[config.mk]
export PLATFORM = sky130hd
export DESIGN_NAME = haversine_distance_accumulator
export DESIGN_NICKNAME = d
export VERILOG_FILES = /design/src/design/hda_pkg.sv /design/src/design/haversine_distance_accumulator.sv
export VERILOG_INCLUDE_DIRS = /design/src /design/src/design
export SDC_FILE = /design/constraint.sdc
export NUM_CORES = 2
export LEC_CHECK = 0
export CAP_MARGIN = 20
export CORE_UTILIZATION = 30
export DETAILED_ROUTE_END_ITERATION = 10
export DONT_BUFFER_PORTS = 1
export PLACE_DENSITY_LB_ADDON = 0.1
export SLEW_MARGIN = 15
export SYNTH_ARGS = -nofsm -noshare
export SYNTH_HDL_FRONTEND = slang
export SYNTH_SLANG_ARGS = --single-unit
[constraint.sdc]
create_clock -name clk -period 20.4 [get_ports clk]
set_clock_uncertainty 0.1 [all_clocks]
set_input_delay 2.04 -clock clk [delete_from_list [all_inputs] [get_ports clk]]
set_output_delay 2.04 -clock clk [all_outputs]
set_load 0.01 [all_outputs]
[src/design/haversine_distance_accumulator_assert.svh]
// ----------------------------------------------------------------------------
// Haversine distance accumulator assertion macros
// Shared property forms for the checks at the end of the top level.
// ----------------------------------------------------------------------------
`ifndef HAVERSINE_DISTANCE_ACCUMULATOR_ASSERT_SVH
`define HAVERSINE_DISTANCE_ACCUMULATOR_ASSERT_SVH

// Check that a condition implies another in the same cycle.
`define HDA_ASSERT_NOW(label, ante, cons) \
	label: assert property (@(posedge clk) disable iff (!arst_n) (ante) |-> (cons)) \
		else $error("haversine accumulator check failed");

// Check that a condition implies another in the next cycle.
`define HDA_ASSERT_NEXT(label, ante, cons) \
	label: assert property (@(posedge clk) disable iff (!arst_n) (ante) |=> (cons)) \
		else $error("haversine accumulator check failed");

`endif

[src/design/hda_pkg.sv]
// ----------------------------------------------------------------------------
// Haversine distance accumulator package
// Widths, angle constants, sequencer types and the elaboration-time
// functions that build the CORDIC arctangent table and start vector.
// ----------------------------------------------------------------------------
package hda_pkg;

	// Iteration count and arctangent table size
	localparam int CORDIC_ITERATIONS_DEF = 24;
	localparam int TBL_LEN = 64;
	localparam int IT_W = 6;

	// Field widths
	localparam int LAT_W = 30;
	localparam int LON_W = 31;
	localparam int STEP_W = 31;
	localparam int TOTAL_W = 48;

	// Datapath widths
	localparam int ANG_W = 34;   // angle in degrees * 2^23 during reduction
	localparam int CW = 46;      // CORDIC x, y, z at 2^40 scale
	localparam int SW = 36;      // sin, cos and products at 2^30 scale
	localparam int MB_W = 34;    // multiplier operand scanned one bit per cycle
	localparam int ACC_W = 64;   // multiplier accumulator
	localparam int SQ_W = 62;    // square root working registers
	localparam int A_W = 31;     // haversine term a at 2^30 scale

	// Angle constants, degrees * 2^23
	localparam logic signed [ANG_W-1:0] TURN_U = 34'sd3019898880;
	localparam logic signed [ANG_W-1:0] HALF_U = 34'sd1509949440;
	localparam logic signed [ANG_W-1:0] QUARTER_U = 34'sd754974720;

	localparam logic [A_W-1:0] ONE_Q30 = 31'h4000_0000;
	localparam logic [MB_W-1:0] DIAMETER_KM = 34'd12742;
	localparam logic [SQ_W-1:0] SQ_BIT_START = 62'h1000_0000_0000_0000;

	// Angle being worked on
	localparam logic [1:0] ANG_DLAT = 2'd0;
	localparam logic [1:0] ANG_DLON = 2'd1;
	localparam logic [1:0] ANG_LAT_A = 2'd2;
	localparam logic [1:0] ANG_LAT_B = 2'd3;

	typedef enum logic [5:0] {
		S_IDLE = 6'b000001,
		S_RED  = 6'b000010,
		S_MUL  = 6'b000100,
		S_CORD = 6'b001000,
		S_SQRT = 6'b010000,
		S_DONE = 6'b100000
	} state_t;

	// What the multiplier result feeds
	typedef enum logic [2:0] {
		TAG_RAD = 3'd0,
		TAG_S1  = 3'd1,
		TAG_S2  = 3'd2,
		TAG_C   = 3'd3,
		TAG_A   = 3'd4,
		TAG_D   = 3'd5
	} mul_tag_t;

	typedef logic [63:0] atan_tbl_t [TBL_LEN];

	// Restoring long division, used at elaboration only
	function automatic logic [63:0] udiv(input logic [63:0] num, input logic [63:0] den);
		logic [63:0] q;
		logic [64:0] r;
		int i;
		q = '0;
		r = '0;
		for (i = 63; i >= 0; i--) begin
			r = {r[63:0], num[i]};
			if (r >= {1'b0, den}) begin
				r = r - {1'b0, den};
				q[i] = 1'b1;
			end
		end
		return q;
	endfunction

	// Floor square root of a 64-bit value
	function automatic logic [63:0] isqrt64(input logic [63:0] v);
		logic [63:0] res;
		logic [63:0] bitv;
		logic [63:0] rem;
		int i;
		res = '0;
		rem = v;
		bitv = 64'd1 << 62;
		for (i = 0; i < 32; i++) begin
			if (bitv > rem)
				bitv = bitv >> 2;
		end
		for (i = 0; i < 32; i++) begin
			if (bitv != 0) begin
				if (rem >= res + bitv) begin
					rem = rem - (res + bitv);
					res = (res >> 1) + bitv;
				end else begin
					res = res >> 1;
				end
				bitv = bitv >> 2;
			end
		end
		return res;
	endfunction

	// atan(1/n) * 2^60 by its alternating series
	function automatic logic [63:0] recip_atan_q60(input logic [63:0] n);
		logic [63:0] term;
		logic [63:0] sum;
		int k;
		term = udiv(64'd1 << 60, n);
		sum = term;
		for (k = 1; k < 64; k++) begin
			if (term != 0) begin
				term = udiv(udiv(term, n), n);
				if (k % 2 == 1)
					sum = sum - udiv(term, 64'(2 * k + 1));
				else
					sum = sum + udiv(term, 64'(2 * k + 1));
			end
		end
		return sum;
	endfunction

	// atan(2^-i) * 2^40, rounded
	function automatic atan_tbl_t build_atan_tbl();
		atan_tbl_t tbl;
		logic [63:0] v;
		int i;
		for (i = 0; i < TBL_LEN; i++) begin
			if (i == 0)
				v = recip_atan_q60(64'd2) + recip_atan_q60(64'd3);
			else
				v = recip_atan_q60(64'd1 << i);
			tbl[i] = (v + (64'd1 << 19)) >> 20;
		end
		return tbl;
	endfunction

	// Radians per angle unit, 2^60 scale
	function automatic logic [63:0] rad_per_unit();
		logic [63:0] pi_q60;
		logic [63:0] half;
		pi_q60 = 64'd4 * (recip_atan_q60(64'd2) + recip_atan_q60(64'd3));
		half = 64'(HALF_U);
		return udiv(pi_q60 + (half >> 1), half);
	endfunction

	// Inverse CORDIC gain for n iterations, 2^40 scale
	function automatic logic [63:0] inv_gain_q40(input int n);
		logic [63:0] g;
		int m;
		int i;
		m = (n > TBL_LEN) ? TBL_LEN : n;
		g = 64'd1 << 60;
		for (i = 0; i < m; i++) begin
			if (2 * i < 64)
				g = g + (g >> (2 * i));
		end
		return udiv(64'd1 << 62, isqrt64(g)) << 8;
	endfunction

endpackage

[src/design/haversine_distance_accumulator.sv]
// ----------------------------------------------------------------------------
// Haversine distance accumulator
// Great-circle distance between two fixed-point positions, added into a
// saturating running total.
// ----------------------------------------------------------------------------
// One shared unit set does all the work: a shift-and-add multiplier that
// scans one operand bit per cycle (nine products per item), one CORDIC
// stage used once per iteration for four sin/cos evaluations and one atan2,
// and a one-step-per-cycle square root (two roots of 31 steps). A new beat
// is taken as soon as the previous result sits in the output register, even
// if it is not yet taken. total_distance is the running total after the last
// delivered step and saturates at 2^48 - 1 until reset.
module haversine_distance_accumulator #(
	parameter int CORDIC_ITERATIONS = hda_pkg::CORDIC_ITERATIONS_DEF
) (
	input  logic                               clk,
	input  logic                               arst_n,
	input  logic                               in_valid,
	output logic                               in_ready,
	input  logic signed [hda_pkg::LAT_W-1:0]   start_latitude,
	input  logic signed [hda_pkg::LON_W-1:0]   start_longitude,
	input  logic signed [hda_pkg::LAT_W-1:0]   end_latitude,
	input  logic signed [hda_pkg::LON_W-1:0]   end_longitude,
	output logic                               out_valid,
	input  logic                               out_ready,
	output logic        [hda_pkg::STEP_W-1:0]  step_distance,
	output logic        [hda_pkg::TOTAL_W-1:0] total_distance
);

	localparam int IT_W = hda_pkg::IT_W;
	localparam int ANG_W = hda_pkg::ANG_W;
	localparam int CW = hda_pkg::CW;
	localparam int SW = hda_pkg::SW;
	localparam int MB_W = hda_pkg::MB_W;
	localparam int ACC_W = hda_pkg::ACC_W;
	localparam int SQ_W = hda_pkg::SQ_W;
	localparam int A_W = hda_pkg::A_W;
	localparam int STEP_W = hda_pkg::STEP_W;
	localparam int TOTAL_W = hda_pkg::TOTAL_W;

	localparam hda_pkg::atan_tbl_t ATAN_TBL = hda_pkg::build_atan_tbl();
	localparam logic [63:0] RAD_PER_UNIT = hda_pkg::rad_per_unit();
	localparam logic [63:0] INV_GAIN = hda_pkg::inv_gain_q40(CORDIC_ITERATIONS);
	localparam logic [IT_W-1:0] ITER_LAST = IT_W'(CORDIC_ITERATIONS - 1);

	function automatic logic [SW-1:0] mag_s(input logic signed [SW-1:0] v);
		return v[SW-1] ? -v : v;
	endfunction

	// Control state
	hda_pkg::state_t state_q;
	logic out_valid_q;
	logic [TOTAL_W-1:0] total_q;

	// Input beat
	logic signed [hda_pkg::LAT_W-1:0] lat_a_q;
	logic signed [hda_pkg::LON_W-1:0] lon_a_q;
	logic signed [hda_pkg::LAT_W-1:0] lat_b_q;
	logic signed [hda_pkg::LON_W-1:0] lon_b_q;
	logic [1:0] ang_q;
	logic fold_q;

	// Multiplier
	logic [ACC_W-1:0] mul_a_q;
	logic [MB_W-1:0] mul_b_q;
	logic [ACC_W-1:0] mul_acc_q;
	logic mul_neg_q;
	hda_pkg::mul_tag_t mul_tag_q;

	// CORDIC
	logic signed [CW-1:0] x_q, y_q, z_q;
	logic [IT_W-1:0] it_q;
	logic rot_q;

	// Intermediate terms
	logic signed [SW-1:0] s1_q, s2_q, c1_q, c2_q, t1_q, t2_q;
	logic [A_W-1:0] a_q;
	logic [A_W-1:0] ry_q;
	logic [STEP_W-1:0] step_q;
	logic [STEP_W-1:0] out_step_q;

	// Square root
	logic [SQ_W-1:0] sq_v_q, sq_res_q, sq_bit_q;
	logic sq_sel_q;

	// Angle reduction
	logic signed [ANG_W-1:0] ang, r1, r2;
	logic red_fold;
	logic [MB_W-1:0] red_mag;

	always_comb begin
		case (ang_q)
			hda_pkg::ANG_DLAT: ang = ANG_W'(lat_b_q) - ANG_W'(lat_a_q);
			hda_pkg::ANG_DLON: ang = ANG_W'(lon_b_q) - ANG_W'(lon_a_q);
			hda_pkg::ANG_LAT_A: ang = ANG_W'(lat_a_q) <<< 1;
			default: ang = ANG_W'(lat_b_q) <<< 1;
		endcase
		// wrap into a half turn either side
		r1 = ang;
		if (ang <= -hda_pkg::HALF_U)
			r1 = ang + hda_pkg::TURN_U;
		else if (ang > hda_pkg::HALF_U)
			r1 = ang - hda_pkg::TURN_U;
		// fold into a quarter turn, flipping the sign of the result
		r2 = r1;
		red_fold = 1'b0;
		if (r1 > hda_pkg::QUARTER_U) begin
			r2 = r1 - hda_pkg::HALF_U;
			red_fold = 1'b1;
		end else if (r1 < -hda_pkg::QUARTER_U) begin
			r2 = r1 + hda_pkg::HALF_U;
			red_fold = 1'b1;
		end
		red_mag = MB_W'(r2[ANG_W-1] ? -r2 : r2);
	end

	// Signed product and its roundings
	logic signed [ACC_W:0] prod_s;
	logic signed [ACC_W:0] prod_r20, prod_r30;
	logic signed [CW-1:0] rnd20;
	logic signed [SW-1:0] rnd30;
	logic mul_done;

	assign mul_done = (mul_b_q == '0);
	assign prod_s = mul_neg_q ? -$signed({1'b0, mul_acc_q}) : $signed({1'b0, mul_acc_q});
	assign prod_r20 = (prod_s + $signed((ACC_W + 1)'(1 << 19))) >>> 20;
	assign prod_r30 = (prod_s + $signed((ACC_W + 1)'(1 << 29))) >>> 30;
	assign rnd20 = CW'(prod_r20);
	assign rnd30 = SW'(prod_r30);

	// Haversine term a, clamped to [0, 1]
	logic signed [SW:0] a_sum;
	logic [A_W-1:0] a_clamp;

	always_comb begin
		a_sum = (SW + 1)'(t1_q) + (SW + 1)'(rnd30);
		if (a_sum[SW])
			a_clamp = '0;
		else if (a_sum > $signed((SW + 1)'(hda_pkg::ONE_Q30)))
			a_clamp = hda_pkg::ONE_Q30;
		else
			a_clamp = A_W'(a_sum);
	end

	// Step distance from the scaled angle
	logic [ACC_W-1:0] step_raw;
	logic [STEP_W-1:0] step_sat;

	assign step_raw = (mul_acc_q + ACC_W'(1 << 23)) >> 24;
	assign step_sat = (|step_raw[ACC_W-1:STEP_W]) ? '1 : step_raw[STEP_W-1:0];

	// Saturating running total
	logic [TOTAL_W:0] total_sum;
	logic [TOTAL_W-1:0] total_nx;

	assign total_sum = {1'b0, total_q} + (TOTAL_W + 1)'(step_q);
	assign total_nx = total_sum[TOTAL_W] ? '1 : total_sum[TOTAL_W-1:0];

	// One CORDIC iteration, rotation or vectoring
	logic signed [CW-1:0] sh_x, sh_y, atan_val;
	logic signed [CW-1:0] x_nx, y_nx, z_nx;
	logic signed [CW-1:0] x_rnd, y_rnd;
	logic signed [SW-1:0] sc_val, sc_res;
	logic cw_dir;
	logic cord_done;

	always_comb begin
		sh_x = x_q >>> it_q;
		sh_y = y_q >>> it_q;
		atan_val = $signed(ATAN_TBL[it_q][CW-1:0]);
		cw_dir = rot_q ? ~z_q[CW-1] : y_q[CW-1];
		if (cw_dir) begin
			x_nx = x_q - sh_y;
			y_nx = y_q + sh_x;
			z_nx = z_q - atan_val;
		end else begin
			x_nx = x_q + sh_y;
			y_nx = y_q - sh_x;
			z_nx = z_q + atan_val;
		end
		x_rnd = (x_nx + $signed(CW'(512))) >>> 10;
		y_rnd = (y_nx + $signed(CW'(512))) >>> 10;
		sc_val = (ang_q == hda_pkg::ANG_DLAT || ang_q == hda_pkg::ANG_DLON)
			? SW'(y_rnd) : SW'(x_rnd);
		sc_res = fold_q ? -sc_val : sc_val;
	end

	assign cord_done = (it_q == ITER_LAST);

	// One square root step, floor root
	logic [SQ_W-1:0] sq_try, sq_res_nx;
	logic sq_ge, sq_done;

	assign sq_try = sq_res_q + sq_bit_q;
	assign sq_ge = (sq_v_q >= sq_try);
	assign sq_res_nx = sq_ge ? ((sq_res_q >> 1) + sq_bit_q) : (sq_res_q >> 1);
	assign sq_done = sq_bit_q[0];

	// Sequencer
	always_ff @(posedge clk or negedge arst_n) begin
		if (!arst_n) begin
			state_q <= hda_pkg::S_IDLE;
			out_valid_q <= 1'b0;
			total_q <= '0;
		end else begin
			// drop the result once taken, unless a new one loads now
			if (out_valid_q && out_ready && state_q != hda_pkg::S_DONE)
				out_valid_q <= 1'b0;
			case (state_q)
				hda_pkg::S_IDLE: begin
					if (in_valid)
						state_q <= hda_pkg::S_RED;
				end
				hda_pkg::S_RED: state_q <= hda_pkg::S_MUL;
				hda_pkg::S_MUL: begin
					if (mul_done) begin
						case (mul_tag_q)
							hda_pkg::TAG_RAD: state_q <= hda_pkg::S_CORD;
							hda_pkg::TAG_A: state_q <= hda_pkg::S_SQRT;
							hda_pkg::TAG_D: state_q <= hda_pkg::S_DONE;
							default: state_q <= hda_pkg::S_MUL;
						endcase
					end
				end
				hda_pkg::S_CORD: begin
					if (cord_done) begin
						if (rot_q && ang_q != hda_pkg::ANG_LAT_B)
							state_q <= hda_pkg::S_RED;
						else
							state_q <= hda_pkg::S_MUL;
					end
				end
				hda_pkg::S_SQRT: begin
					if (sq_done && sq_sel_q)
						state_q <= hda_pkg::S_CORD;
				end
				hda_pkg::S_DONE: begin
					// load the output register once it is free
					if (!out_valid_q || out_ready) begin
						total_q <= total_nx;
						out_valid_q <= 1'b1;
						state_q <= hda_pkg::S_IDLE;
					end
				end
				default: state_q <= hda_pkg::S_IDLE;
			endcase
		end
	end

	// Datapath
	always_ff @(posedge clk) begin
		case (state_q)
			hda_pkg::S_IDLE: begin
				if (in_valid) begin
					lat_a_q <= start_latitude;
					lon_a_q <= start_longitude;
					lat_b_q <= end_latitude;
					lon_b_q <= end_longitude;
					ang_q <= hda_pkg::ANG_DLAT;
				end
			end
			hda_pkg::S_RED: begin
				// convert the reduced angle to radians
				mul_a_q <= RAD_PER_UNIT;
				mul_b_q <= red_mag;
				mul_acc_q <= '0;
				mul_neg_q <= r2[ANG_W-1];
				mul_tag_q <= hda_pkg::TAG_RAD;
				fold_q <= red_fold;
			end
			hda_pkg::S_MUL: begin
				if (!mul_done) begin
					if (mul_b_q[0])
						mul_acc_q <= mul_acc_q + mul_a_q;
					mul_a_q <= mul_a_q << 1;
					mul_b_q <= mul_b_q >> 1;
				end else begin
					mul_acc_q <= '0;
					case (mul_tag_q)
						hda_pkg::TAG_RAD: begin
							x_q <= $signed(INV_GAIN[CW-1:0]);
							y_q <= '0;
							z_q <= rnd20;
							it_q <= '0;
							rot_q <= 1'b1;
						end
						hda_pkg::TAG_S1: begin
							t1_q <= rnd30;
							mul_a_q <= ACC_W'(mag_s(s2_q));
							mul_b_q <= MB_W'(mag_s(s2_q));
							mul_neg_q <= 1'b0;
							mul_tag_q <= hda_pkg::TAG_S2;
						end
						hda_pkg::TAG_S2: begin
							t2_q <= rnd30;
							mul_a_q <= ACC_W'(mag_s(c1_q));
							mul_b_q <= MB_W'(mag_s(c2_q));
							mul_neg_q <= c1_q[SW-1] ^ c2_q[SW-1];
							mul_tag_q <= hda_pkg::TAG_C;
						end
						hda_pkg::TAG_C: begin
							mul_a_q <= ACC_W'(mag_s(rnd30));
							mul_b_q <= MB_W'($unsigned(t2_q));
							mul_neg_q <= rnd30[SW-1];
							mul_tag_q <= hda_pkg::TAG_A;
						end
						hda_pkg::TAG_A: begin
							a_q <= a_clamp;
							sq_v_q <= SQ_W'({a_clamp, 30'd0});
							sq_res_q <= '0;
							sq_bit_q <= hda_pkg::SQ_BIT_START;
							sq_sel_q <= 1'b0;
						end
						hda_pkg::TAG_D: step_q <= step_sat;
						default: ;
					endcase
				end
			end
			hda_pkg::S_CORD: begin
				x_q <= x_nx;
				y_q <= y_nx;
				z_q <= z_nx;
				it_q <= it_q + 1'b1;
				if (cord_done) begin
					mul_acc_q <= '0;
					if (rot_q) begin
						case (ang_q)
							hda_pkg::ANG_DLAT: s1_q <= sc_res;
							hda_pkg::ANG_DLON: s2_q <= sc_res;
							hda_pkg::ANG_LAT_A: c1_q <= sc_res;
							default: c2_q <= sc_res;
						endcase
						if (ang_q == hda_pkg::ANG_LAT_B) begin
							mul_a_q <= ACC_W'(mag_s(s1_q));
							mul_b_q <= MB_W'(mag_s(s1_q));
							mul_neg_q <= 1'b0;
							mul_tag_q <= hda_pkg::TAG_S1;
						end else begin
							ang_q <= ang_q + 1'b1;
						end
					end else begin
						// scale the central angle by the diameter, negative clamps to zero
						mul_a_q <= z_nx[CW-1] ? '0 : ACC_W'($unsigned(z_nx));
						mul_b_q <= hda_pkg::DIAMETER_KM;
						mul_neg_q <= 1'b0;
						mul_tag_q <= hda_pkg::TAG_D;
					end
				end
			end
			hda_pkg::S_SQRT: begin
				if (!sq_done) begin
					if (sq_ge)
						sq_v_q <= sq_v_q - sq_try;
					sq_res_q <= sq_res_nx;
					sq_bit_q <= sq_bit_q >> 2;
				end else if (!sq_sel_q) begin
					ry_q <= sq_res_nx[A_W-1:0];
					sq_v_q <= SQ_W'({hda_pkg::ONE_Q30 - a_q, 30'd0});
					sq_res_q <= '0;
					sq_bit_q <= hda_pkg::SQ_BIT_START;
					sq_sel_q <= 1'b1;
				end else begin
					x_q <= $signed(CW'({sq_res_nx[A_W-1:0], 10'd0}));
					y_q <= $signed(CW'({ry_q, 10'd0}));
					z_q <= '0;
					it_q <= '0;
					rot_q <= 1'b0;
				end
			end
			hda_pkg::S_DONE: begin
				if (!out_valid_q || out_ready)
					out_step_q <= step_q;
			end
			default: ;
		endcase
	end

	assign in_ready = (state_q == hda_pkg::S_IDLE);
	assign out_valid = out_valid_q;
	assign step_distance = out_step_q;
	assign total_distance = total_q;

	// Checks
	`include "haversine_distance_accumulator_assert.svh"

	`HDA_ASSERT_NEXT(a_accept_starts_reduction, in_valid && in_ready, state_q == hda_pkg::S_RED)
	`HDA_ASSERT_NEXT(a_total_never_drops, 1'b1, total_q >= $past(total_q))
	`HDA_ASSERT_NEXT(a_done_waits, state_q == hda_pkg::S_DONE && out_valid_q && !out_ready, state_q == hda_pkg::S_DONE)
	`HDA_ASSERT_NOW(a_iter_in_range, state_q == hda_pkg::S_CORD, it_q <= ITER_LAST)

endmodule
==> reports/results.ini <==
[grt]
grt-ovfl-total=0
grtUsageTotal_pct=23.53
grt_max_degree=84
antenna_found_initial=15
grt_pass1_vias=68660
grt_pass1_wl_um=481000

[place]
pre_cts_ws_ns=8.198
hpwlAfterDp_um=259600
place_congestion=0.9246
port_buffers=0
dpl.cell_count=12370

[hold_path]
min_path_type=reg2reg
hold_start=step_q[0]$_SDFFCE_PP1P_
holdPathStages=0
holdPathEnd=step_distance[0]$_DFFE_PP_

[synthesis]
yosys_register_bits=983
synth_area_leader_cell=edfxtp_1
yosysSeqAreaShare_pct=35.75
synthMostInstantiatedCell=nand2_1
synth_edf_count=928
syn_avg_cell_area_sq_um=9.033
yosys-top-cells-area=edfxtp_1, ha_1, xnor2_1
ys.flop_type=edfxtp_1
yosys-top-cells-count=nand2_1, edfxtp_1, nor2_1
synth.top_cell.area_share_pct=34.07
synthCells=9055
yosys_warnings=0
syn_nets=9682
async_flop_share_pct=5.595
ys_types=124
syn_area_sq_mm=0.08179

[floorplan]
rows=191
die_h_um=524.1
die_area_sq_mm=0.2747
die_w_um=524.1
core_area_sq_mm=0.2710
start_util_pct=30.18
io_pins=207

[clock_network]
post_cts_resize_count=0
cts_root_buf=clkbuf_16
clock_latency_ns=0.85
clk_pin_slew_ns=0.06
postCtsHoldBufs=0
cts_sinks=983
cts-buffers-inserted=139
postCtsSetupBuffers=0
cts_htree_levels=4
cts_tree=done
clock_path_buffers=4

[critical_path]
worstSetupPathType=reg2reg
crit_path_max_fanout=49
max_stage_delay_ns=0.93
critPathLaunch=it_q[0]$_SDFFCE_PN0P_
r2r_start=it_q[0]$_SDFFCE_PN0P_
r2r-end=c1_q[33]$_DFFE_PP_
crit_family=simple AND/OR/NAND/NOR gates
crit_required_ns=20.84
worst_ep_arrival_time_ns=12.82
critPathBufInv=2
cp_slowest_cell=nor4_2
cp_common_cell=nand2_1
critPathLaunchType=flop
rr_worst_depth=31
cp-end-kind=flop
r2r_setup_slack_ns=8.02

[sta]
fmax_ghz=0.08076
worst-slew-pin-transition_ns=1.146
finalSetupTns_ns=0
finalCriticalPeriod_ns=12.38
fin_crit_sh_pct=60.70
hold_viol=0
fin_ws_ns=8.017
finalSetupViolations=0
max_slew_margin_pct=22.80
slew_violations=0
grt_setup_unrepaired=false

[detailed_routing]
dr.pass1.iters=6
vias_per_cell=5.646
vias=71290
drtAntennaViolNets=0
drc=0
avgRoutedWirePerCell_um=26.25
wirelength_um=331500
drtIter0Drc=6648

[layout]
instances_no_fill=12630
fin_util_pct=33.46
filler_cell_count=28230
drive_above_1_share_pct=7.357
nets=9571
syn_to_final_growth_pct=10.85

[job]
maxCapViolations=0

[power_and_ir_drop]
power_density_mw_per_mm2=134.8
p_leak_uw=0.03327
ir_drop_uv=121.0

[outcome]
outcome=finished clean

==> registers in the layout, indices dropped and copies added, names as in the netlist, 46 cells and up <==
signal	count
x_q	46
z_q	46
total_distance	48
sq_res_q	62
mul_a_q	64
sq_v_q	62
mul_acc_q	64
y_q	46
==> worst reg2reg max path, delay by kind of cell (launching register included) <==
family	cells	cell delay [ns]
AND/OR/NAND/NOR	13	4.79
AO/OA/AOI/OAI	9	2.65
buffers and inverters	2	1.56
multiplexers	3	1.24
XOR/XNOR	3	0.80
flip-flops	1	0.61
adder cells (fa/ha/maj)	1	0.41
==> kinds of logic (layout without fill, tap and decap cells) <==
kind of cell	after synthesis	count (layout)	synth area share, %
multiplexers	226	226	4.392
other	0	5	0
adder cells (fa/ha/maj)	501	501	7.747
buffers and inverters	739	736	3.466
AO/OA/AOI/OAI	2555	2555	20.14
XOR/XNOR	970	970	10.41
AND/OR/NAND/NOR	3081	3081	18.08
flip-flops	983	983	35.75
==> metal layers <==
layer	up-vias	share of wire, %	global-route usage, %
met5	-	0.0075	0
met4	4	3.1	6.876
met3	402	5.8	3.062
met2	2225	46	38.11
met1	35310	46	32.57
li1	33350	-	-
==> final cells by class <==
type,instances,area (sq um),share of cell area (%)
diodes,5,12.51,0.01380
clock buffers,166,3694,4.074
clock inverters,83,925.9,1.021
inverters,341,1287,1.420
multi-input cells,7333,49920,55.06
flip-flops and latches,983,29240,32.25
well taps,3570,4467,4.927
repair buffers,146,1116,1.231
==> worst max path at each step <==
stage | to | slack [ns] | depth (start not counted)
3_5_place_dp | c1_q[33]$_DFFE_PP_ | 8.20 | 31
6_report | c1_q[33]$_DFFE_PP_ | 8.02 | 31
4_1_cts | c1_q[33]$_DFFE_PP_ | 8.11 | 31
2_1_floorplan | c1_q[29]$_DFFE_PP_ | 10.87 | 33
5_1_grt | c1_q[33]$_DFFE_PP_ | 7.21 | 31
3_3_place_gp | c1_q[33]$_DFFE_PP_ | 8.36 | 31
==> metrics by stage <==
stage               power, uW  area [sq um]  hold slack, ns
floorplan                7239         81790          0.3307
global placement         9667         86000          0.3518
detailed placement       9672         86030          0.3519
CTS                     12290         90650          0.3697
global route            12910         90660          0.3668
finish                  12220         90670          0.3697
==> power breakdown <==
| part | switching, uW | total [uW] | internal (uW) |
|---|---|---|---|
| clock network | 1050 | 2540 | 1490 |
| registers | 249 | 3000 | 2750 |
| logic | 4510 | 6680 | 2170 |
| total | 5810 | 12200 | 6420 |
==> cell usage in the layout, fill, tap and decap left out, types with 104 or more instances in the layout <==
cell type	instances
nand3_1	196
ha_1	489
nor3_1	179
a31oi_1	116
clkbuf_16	142
and2_1	119
inv_1	335
xor2_1	438
nand2_1	949
xnor2_1	528
o21ai_0	608
o31ai_1	105
a21oi_1	668
edfxtp_1	928
a21o_1	207
nor2_1	825
or3_1	115
mux4_2	104
buf_4	145
(Power assumes the default switching activity.)
